--- config.mk ---
export PLATFORM = sky130hd
export DESIGN_NAME = lifo_stack_palindrome_check
export DESIGN_NICKNAME = d
export VERILOG_FILES = /design/src/hw/rtl/lsp_pkg.sv /design/src/hw/rtl/lsp_mem.sv /design/src/hw/rtl/lsp_ctrl.sv /design/src/hw/rtl/lifo_stack_palindrome_check.sv
export SDC_FILE = /design/constraint.sdc
export NUM_CORES = 1
export LEC_CHECK = 0
export ABC_CLOCK_PERIOD_IN_PS = 10600
export BUFFER_PORTS_ARGS = -buffer_cell sky130_fd_sc_hd__buf_2
export CORE_ASPECT_RATIO = 1.25
export CORE_MARGIN = 3
export CORE_UTILIZATION = 46
export DETAILED_ROUTE_END_ITERATION = 7
export MAX_ROUTING_LAYER = met4
export PLACE_DENSITY_LB_ADDON = 0.05
export REMOVE_ABC_BUFFERS = 1
export SLEW_MARGIN = 10
export SYNTH_ARGS = -nofsm -noshare
export SYNTH_HDL_FRONTEND = slang
export SYNTH_SLANG_ARGS = --single-unit
--- constraint.sdc ---
create_clock -name clk -period 10.6 [get_ports clk]
set_clock_uncertainty 0.15 [all_clocks]
set_input_delay 1.06 -clock clk [delete_from_list [all_inputs] [get_ports clk]]
set_output_delay 1.06 -clock clk [all_outputs]
set_load 0.01 [all_outputs]
--- src/hw/rtl/lsp_pkg.sv ---
`default_nettype none
package lsp_pkg;

	localparam int STACK_DEPTH_DEF = 8;
	localparam int WORD_W          = 32;
	localparam int DEPTH_NOW_W     = 4;
	localparam int OUT_FIELDS_W    = WORD_W + 1 + DEPTH_NOW_W;
	localparam int OUT_TDATA_W     = ((OUT_FIELDS_W + 7) / 8) * 8;
	localparam int OUT_PAD_W       = OUT_TDATA_W - OUT_FIELDS_W;

	localparam logic [1:0] OP_PUSH  = 2'd0;
	localparam logic [1:0] OP_POP   = 2'd1;
	localparam logic [1:0] OP_CHECK = 2'd2;

	localparam logic [1:0] ST_OK        = 2'd0;
	localparam logic [1:0] ST_OVERFLOW  = 2'd1;
	localparam logic [1:0] ST_UNDERFLOW = 2'd2;

	typedef struct packed {
		logic                     valid;
		logic [1:0]               status;
		logic signed [WORD_W-1:0] popped;
		logic                     pal;
		logic [DEPTH_NOW_W-1:0]   depth;
	} res_t;

endpackage
`default_nettype wire

--- src/hw/rtl/lsp_mem.sv ---
`default_nettype none
module lsp_mem #(
	parameter int STACK_DEPTH = lsp_pkg::STACK_DEPTH_DEF,
	localparam int AW = (STACK_DEPTH > 1) ? $clog2(STACK_DEPTH) : 1
) (
	input  wire logic                             clk,
	input  wire logic                             we,
	input  wire logic [AW-1:0]                    waddr,
	input  wire logic signed [lsp_pkg::WORD_W-1:0] wdata,
	input  wire logic                             re,
	input  wire logic [AW-1:0]                    raddr_a,
	input  wire logic [AW-1:0]                    raddr_b,
	output logic signed [lsp_pkg::WORD_W-1:0]      rdata_a,
	output logic signed [lsp_pkg::WORD_W-1:0]      rdata_b
);

	logic signed [lsp_pkg::WORD_W-1:0] mem [STACK_DEPTH];

	always_ff @(posedge clk) begin
		if (we) begin
			mem[waddr] <= wdata;
		end
	end

	always_ff @(posedge clk) begin
		if (re) begin
			rdata_a <= mem[raddr_a];
			rdata_b <= mem[raddr_b];
		end
	end

endmodule
`default_nettype wire

--- src/hw/rtl/lsp_ctrl.sv ---
`default_nettype none
module lsp_ctrl #(
	parameter int STACK_DEPTH = lsp_pkg::STACK_DEPTH_DEF,
	localparam int AW = (STACK_DEPTH > 1) ? $clog2(STACK_DEPTH) : 1,
	localparam int CW = $clog2(STACK_DEPTH + 1)
) (
	input  wire logic                              clk,
	input  wire logic                              arst_n,
	input  wire logic                              in_valid,
	output logic                                   in_ready,
	input  wire logic [1:0]                        in_opcode,
	input  wire logic signed [lsp_pkg::WORD_W-1:0] in_value,
	input  wire logic                              out_free,
	output lsp_pkg::res_t                          res,
	output logic                                   mem_we,
	output logic [AW-1:0]                          mem_waddr,
	output logic signed [lsp_pkg::WORD_W-1:0]      mem_wdata,
	output logic                                   mem_re,
	output logic [AW-1:0]                          mem_raddr_a,
	output logic [AW-1:0]                          mem_raddr_b,
	input  wire logic signed [lsp_pkg::WORD_W-1:0] mem_rdata_a,
	input  wire logic signed [lsp_pkg::WORD_W-1:0] mem_rdata_b
);

	localparam logic [1:0] S_IDLE = 2'd0;
	localparam logic [1:0] S_POP  = 2'd1;
	localparam logic [1:0] S_CHK  = 2'd2;
	localparam int DW = AW + 2;

	logic [1:0]    state_q, state_d;
	logic [CW-1:0] cnt_q, cnt_d, cnt_m1, cnt_p1;
	logic [AW-1:0] lo_q, lo_d, hi_q, hi_d;
	logic [DW-1:0] span;
	logic          accept, full, empty, short, same, more;

	assign cnt_m1 = cnt_q - CW'(1);
	assign cnt_p1 = cnt_q + CW'(1);
	assign full   = (cnt_q == CW'(STACK_DEPTH));
	assign empty  = (cnt_q == '0);
	assign short  = (cnt_q <= CW'(1));
	assign span   = DW'(hi_q) - DW'(lo_q);
	assign same   = (mem_rdata_a == mem_rdata_b);
	assign more   = (span > DW'(2));

	assign in_ready = (state_q == S_IDLE) && out_free;
	assign accept   = in_valid && in_ready;

	always_comb begin
		state_d     = state_q;
		cnt_d       = cnt_q;
		lo_d        = lo_q;
		hi_d        = hi_q;
		mem_we      = 1'b0;
		mem_waddr   = cnt_q[AW-1:0];
		mem_wdata   = in_value;
		mem_re      = 1'b0;
		mem_raddr_a = lo_q;
		mem_raddr_b = hi_q;
		res         = '0;
		res.depth   = lsp_pkg::DEPTH_NOW_W'(cnt_q);
		case (state_q)
			S_IDLE: begin
				if (accept) begin
					case (in_opcode)
						lsp_pkg::OP_PUSH: begin
							res.valid = 1'b1;
							if (full) begin
								res.status = lsp_pkg::ST_OVERFLOW;
							end else begin
								mem_we    = 1'b1;
								cnt_d     = cnt_p1;
								res.depth = lsp_pkg::DEPTH_NOW_W'(cnt_p1);
							end
						end
						lsp_pkg::OP_POP: begin
							if (empty) begin
								res.valid  = 1'b1;
								res.status = lsp_pkg::ST_UNDERFLOW;
							end else begin
								mem_re      = 1'b1;
								mem_raddr_a = cnt_m1[AW-1:0];
								cnt_d       = cnt_m1;
								state_d     = S_POP;
							end
						end
						lsp_pkg::OP_CHECK: begin
							if (short) begin
								res.valid = 1'b1;
								res.pal   = 1'b1;
							end else begin
								mem_re      = 1'b1;
								mem_raddr_a = '0;
								mem_raddr_b = cnt_m1[AW-1:0];
								lo_d        = '0;
								hi_d        = cnt_m1[AW-1:0];
								state_d     = S_CHK;
							end
						end
						default: begin
							res.valid = 1'b1;
						end
					endcase
				end
			end
			S_POP: begin
				if (out_free) begin
					res.valid  = 1'b1;
					res.popped = mem_rdata_a;
					state_d    = S_IDLE;
				end
			end
			S_CHK: begin
				if (same && more) begin
					mem_re      = 1'b1;
					mem_raddr_a = lo_q + AW'(1);
					mem_raddr_b = hi_q - AW'(1);
					lo_d        = lo_q + AW'(1);
					hi_d        = hi_q - AW'(1);
				end else if (out_free) begin
					res.valid = 1'b1;
					res.pal   = same;
					state_d   = S_IDLE;
				end
			end
			default: begin
				state_d = S_IDLE;
			end
		endcase
	end

	always_ff @(posedge clk or negedge arst_n) begin
		if (!arst_n) begin
			state_q <= S_IDLE;
			cnt_q   <= '0;
		end else begin
			state_q <= state_d;
			cnt_q   <= cnt_d;
		end
	end

	always_ff @(posedge clk) begin
		lo_q <= lo_d;
		hi_q <= hi_d;
	end

endmodule
`default_nettype wire

--- src/hw/rtl/lifo_stack_palindrome_check.sv ---
// Bounded stack of signed 32-bit words with a symmetry check, one result beat per
// input beat. Push, overflow, underflow, unused opcodes and a check of zero or one
// entry answer in the cycle the beat is taken; pop answers from the read register
// of the stack memory; a check of n entries compares one mirrored pair per cycle
// through the two read ports of the memory and stops at the first mismatch. One
// item is in work at a time; the output register holds one result, and the next
// beat is taken only once that result has left or is leaving in the same cycle.
// Stack contents are not cleared at reset.
`default_nettype none
module lifo_stack_palindrome_check #(
	parameter int STACK_DEPTH = lsp_pkg::STACK_DEPTH_DEF
) (
	input  wire logic                               clk,
	input  wire logic                               arst_n,
	input  wire logic                               s_axis_tvalid,
	output logic                                    s_axis_tready,
	input  wire logic [31:0]                        s_axis_tdata,  // push_value
	input  wire logic [1:0]                         s_axis_tuser,  // opcode
	output logic                                    m_axis_tvalid,
	input  wire logic                               m_axis_tready,
	output logic [lsp_pkg::OUT_TDATA_W-1:0] m_axis_tdata, // popped_value, is_palindrome, depth_now
	output logic [1:0]                              m_axis_tuser   // status_code
);

	localparam int AW = (STACK_DEPTH > 1) ? $clog2(STACK_DEPTH) : 1;

	lsp_pkg::res_t                    res, out_q;
	logic                             out_valid_q, out_free;
	logic                             mem_we, mem_re;
	logic [AW-1:0]                    mem_waddr, mem_raddr_a, mem_raddr_b;
	logic signed [lsp_pkg::WORD_W-1:0] mem_wdata, mem_rdata_a, mem_rdata_b;

	assign out_free = !out_valid_q || m_axis_tready;

	lsp_ctrl #(
		.STACK_DEPTH(STACK_DEPTH)
	) u_ctrl (
		.clk        (clk),
		.arst_n     (arst_n),
		.in_valid   (s_axis_tvalid),
		.in_ready   (s_axis_tready),
		.in_opcode  (s_axis_tuser),
		.in_value   (s_axis_tdata),
		.out_free   (out_free),
		.res        (res),
		.mem_we     (mem_we),
		.mem_waddr  (mem_waddr),
		.mem_wdata  (mem_wdata),
		.mem_re     (mem_re),
		.mem_raddr_a(mem_raddr_a),
		.mem_raddr_b(mem_raddr_b),
		.mem_rdata_a(mem_rdata_a),
		.mem_rdata_b(mem_rdata_b)
	);

	lsp_mem #(
		.STACK_DEPTH(STACK_DEPTH)
	) u_mem (
		.clk    (clk),
		.we     (mem_we),
		.waddr  (mem_waddr),
		.wdata  (mem_wdata),
		.re     (mem_re),
		.raddr_a(mem_raddr_a),
		.raddr_b(mem_raddr_b),
		.rdata_a(mem_rdata_a),
		.rdata_b(mem_rdata_b)
	);

	always_ff @(posedge clk or negedge arst_n) begin
		if (!arst_n) begin
			out_valid_q <= 1'b0;
		end else if (res.valid) begin
			out_valid_q <= 1'b1;
		end else if (m_axis_tready) begin
			out_valid_q <= 1'b0;
		end
	end

	always_ff @(posedge clk) begin
		if (res.valid) begin
			out_q <= res;
		end
	end

	assign m_axis_tvalid = out_valid_q;
	assign m_axis_tuser  = out_q.status;
	assign m_axis_tdata  = {{lsp_pkg::OUT_PAD_W{1'b0}}, out_q.depth, out_q.pal, out_q.popped};

endmodule
`default_nettype wire

==> results.py <==
metrics = {
    "status": {
        "status": "completed",
    },
    "timing": {
        "rsz0062_at_grt": "no",
        "setup_slack_ps": 5889,
        "timing.fmax_mhz": 212.3,
        "period_share": 0.4444,
        "period_minus_slack_ps": 4711,
        "drv_slew": 0,
        "setup_tns_ps": 0,
        "finalSetupViolations": 0,
        "hold_violations": 0,
        "slew_headroom": 0.2464,
        "tightest_slew_ps": 1130,
        "whs_ps": 204.4,
    },
    "clock_tree": {
        "cts-resized-gates": 0,
        "cts_tree": "yes",
        "cts_setup_buffers": 0,
        "clk_latency_ps": 530,
        "htree_levels": 2,
        "clockBufferDepth": 3,
        "cts_root_buf": "clkbuf_16",
        "clkSinkCount": 372,
        "holdBufCountCts": 0,
        "numCtsBuffers": 39,
        "cts.clk_slew.worst_paths_ps": 70,
    },
    "synthesis": {
        "synth_flop_cell": "edfxtp_1",
        "synth_adder_area_share": 0.01256,
        "synthArstFlopShare": 0.01882,
        "seq_area_frac_synth": 0.6335,
        "synth_edf_count": 362,
        "ys_warn_count": 0,
        "yosysMostFrequentCell": "edfxtp_1",
        "yosys.area.top_type": "edfxtp_1",
        "synthCells": 1102,
        "synth_compound_area_frac": 0.05610,
        "synth_top_area_frac": 0.6201,
        "synth_seq_cells": 372,
        "synth_mux_area_frac": 0.2091,
        "synth_top_family_by_area": "multiplexers",
        "syn_avg_cell_area_um2": 15.91,
        "synthSimpleGateAreaFrac": 0.03997,
        "synthesis.area_um2": 17530,
        "synthTopCellsByArea": "edfxtp_1 (62%), mux2i_1 (15%), mux2_2 (6.0%), o221a_1 (2.0%), xnor2_1 (1.8%)",
        "synth_common_cells": "edfxtp_1 (362), mux2i_1 (256), mux2_2 (93)",
        "post_synth_xor_area_fraction": 0.01899,
        "yosysUniqueCellTypes": 63,
    },
    "routing": {
        "drc": 0,
        "wl_mm": 41.67,
        "post_drt_wl_per_cell_um": 24.63,
        "ant_nets": 0,
        "first_pass_iters": 5,
        "avgViaCountPerCell": 5.819,
        "vias": 9845,
        "drtIter0Drc": 634,
    },
    "setup_path": {
        "required_ps": 10730,
        "crit_family": "compound AO/OA/AOI/OAI gates",
        "crit_path_start_kind": "register",
        "ff2ff_path_depth": 8,
        "worstSetupPathDepth": 8,
        "cp-end-kind": "register",
        "critical_path.max_stage_delay_ps": 880,
        "criticalPathCategory": "register to register",
        "critPathBufInv": 1,
        "arrival_ps": 4840,
        "crit_slowest_cell": "a21oi_4",
        "cp_cell_sequence": "xnor2_1 -> nand4_1 -> nor4_2 -> a41oi_1 -> a21oi_4 -> buf_12 -> mux2_2 -> o221a_1",
        "worstPathMaxFanout": 104,
    },
    "power": {
        "max-vdd-ir-drop_mv": 0.2859,
        "p_leak_uw": 0.006805,
        "powerDensity_nw_per_um2": 274.1,
    },
    "hold_path": {
        "hold_path_class": "primary input to async pin",
    },
    "finish": {
        "drive_above_1_share": 0.2342,
        "instances_no_fill": 1692,
        "fill_cells": 3068,
        "fin_nets": 1230,
        "syn_to_final_growth_pct": 12.88,
    },
    "grt": {
        "grt_overflow_total": 0,
        "grt_max_degree": 129,
        "grt_pass1_vias": 10030,
        "antenna_found_initial": 3,
        "grt_pass1_wl_mm": 61.88,
        "grt_use_total": 0.2078,
    },
    "placed_design": {
        "dpl.hpwl_mm": 22.19,
        "place_inst": 1620,
        "port_buffers": 78,
        "place_ws_ps": 5532,
        "gp_congestion": 0.8026,
    },
    "die": {
        "placementRows": 79,
        "die_height_um": 224.3,
        "ios": 82,
        "die_x_um": 180.6,
        "die_area_um2": 40500,
        "coreArea_um2": 37460,
        "start_util": 0.4680,
    },
    "flow_run": {
        "max_cap_violations": 0,
    },
}
-- final timing paths --
| check | startpoint | endpoint | slack [ps] |
|---|---|---|---|
| worst max register to register | u_mem.rdata_b[24] | u_mem.rdata_a[13] | 5890 |
| worst min-delay path | arst_n | u_ctrl.state_q[1] | 200 |
| worst max-delay path | u_mem.rdata_b[24] | u_mem.rdata_a[13] | 5890 |
| min in group clk | u_ctrl.cnt_q[3] | u_ctrl.cnt_q[3] | 440 |
| worst min register to register | u_ctrl.cnt_q[3] | u_ctrl.cnt_q[3] | 440 |
| max in group asynchronous | arst_n | u_ctrl.cnt_q[1] | 9920 |
-- flip-flops by register name, summed over array words and instances, names as in the netlist --
signal	count
m_axis_tvalid	1
m_axis_tuser	2
u_ctrl.state_q	2
u_mem.mem	256
m_axis_tdata	37
u_mem.rdata_a	32
u_ctrl.lo_q	3
u_ctrl.cnt_q	4
u_mem.rdata_b	32
u_ctrl.hi_q	3
-- report_power, final --
group | internal [uW] | switching, uW
clock | 923 | 564
combinational | 861 | 1110
sequential | 1880 | 89.4
total | 3660 | 1760
-- through the flow --
step | total power, uW | area [um2] | util
after global routing | 5677 | 19790 | 0.5282
after detailed placement | 3981 | 18390 | 0.4910
after floorplan | 3671 | 17090 | -
final | 5425 | 19790 | 0.5282
after CTS | 5469 | 19780 | 0.5281
after global placement | 3963 | 18390 | 0.4910
-- worst register-to-register path, stage by stage, from the launching register on --
cell	delay (ps)
edfxtp_1	380
xnor2_1	310
nand4_1	370
nor4_2	710
a41oi_1	310
a21oi_4	880
buf_12	590
mux2_2	520
o221a_1	250
-- cell families (layout without fill, tap and decap cells) --
kind of cell,Yosys count,in the layout
xor gates and xnor gates,38,38
other,1,5
DFF,372,372
adders and majority gates,17,17
muxes,354,354
buffers and inverters,85,185
and+or+nand+nor,123,123
AOI/OAI and AO/OA,112,112
-- layout make-up --
class	instances	area (um2)	area share
Clock buffer	45	1041	0.05260
Multi-Input combinational cell	647	6053	0.3059
Tap cell	486	608.1	0.03073
Antenna cell	2	5.005	0.0002529
Timing Repair Buffer	97	558.0	0.02820
Inverter	18	67.56	0.003414
Sequential cell	372	11110	0.5612
Clock inverter	25	350.3	0.01770
-- per-layer routing --
| metal | vias to the layer above | GRT usage | part of all wire |
|---|---|---|---|
| met5 | - | - | 0 |
| met4 | 0 | 0.06118 | 0.024 |
| met3 | 80 | 0.02928 | 0.040 |
| met2 | 224 | 0.3476 | 0.50 |
| met1 | 5053 | 0.2673 | 0.44 |
| li1 | 4488 | - | - |
-- cells in the final DEF (no fill, tap or decap), types with 13 or more instances in the layout --
cell | netlist | routed
edfxtp_1 | 362 | 362
mux2i_1 | 256 | 256
mux2_2 | 93 | 93
buf_2 | 9 | 78
clkbuf_16 | 0 | 41
xnor2_1 | 36 | 36
and3_1 | 34 | 34
a22oi_1 | 32 | 32
o221a_1 | 31 | 31
nand2_1 | 18 | 18
inv_1 | 17 | 17
buf_4 | 13 | 17
o21ai_0 | 16 | 16
ha_1 | 16 | 15
nor2_1 | 20 | 13
nand4_1 | 13 | 13
Note: power is estimated with default switching activity, not from simulation.
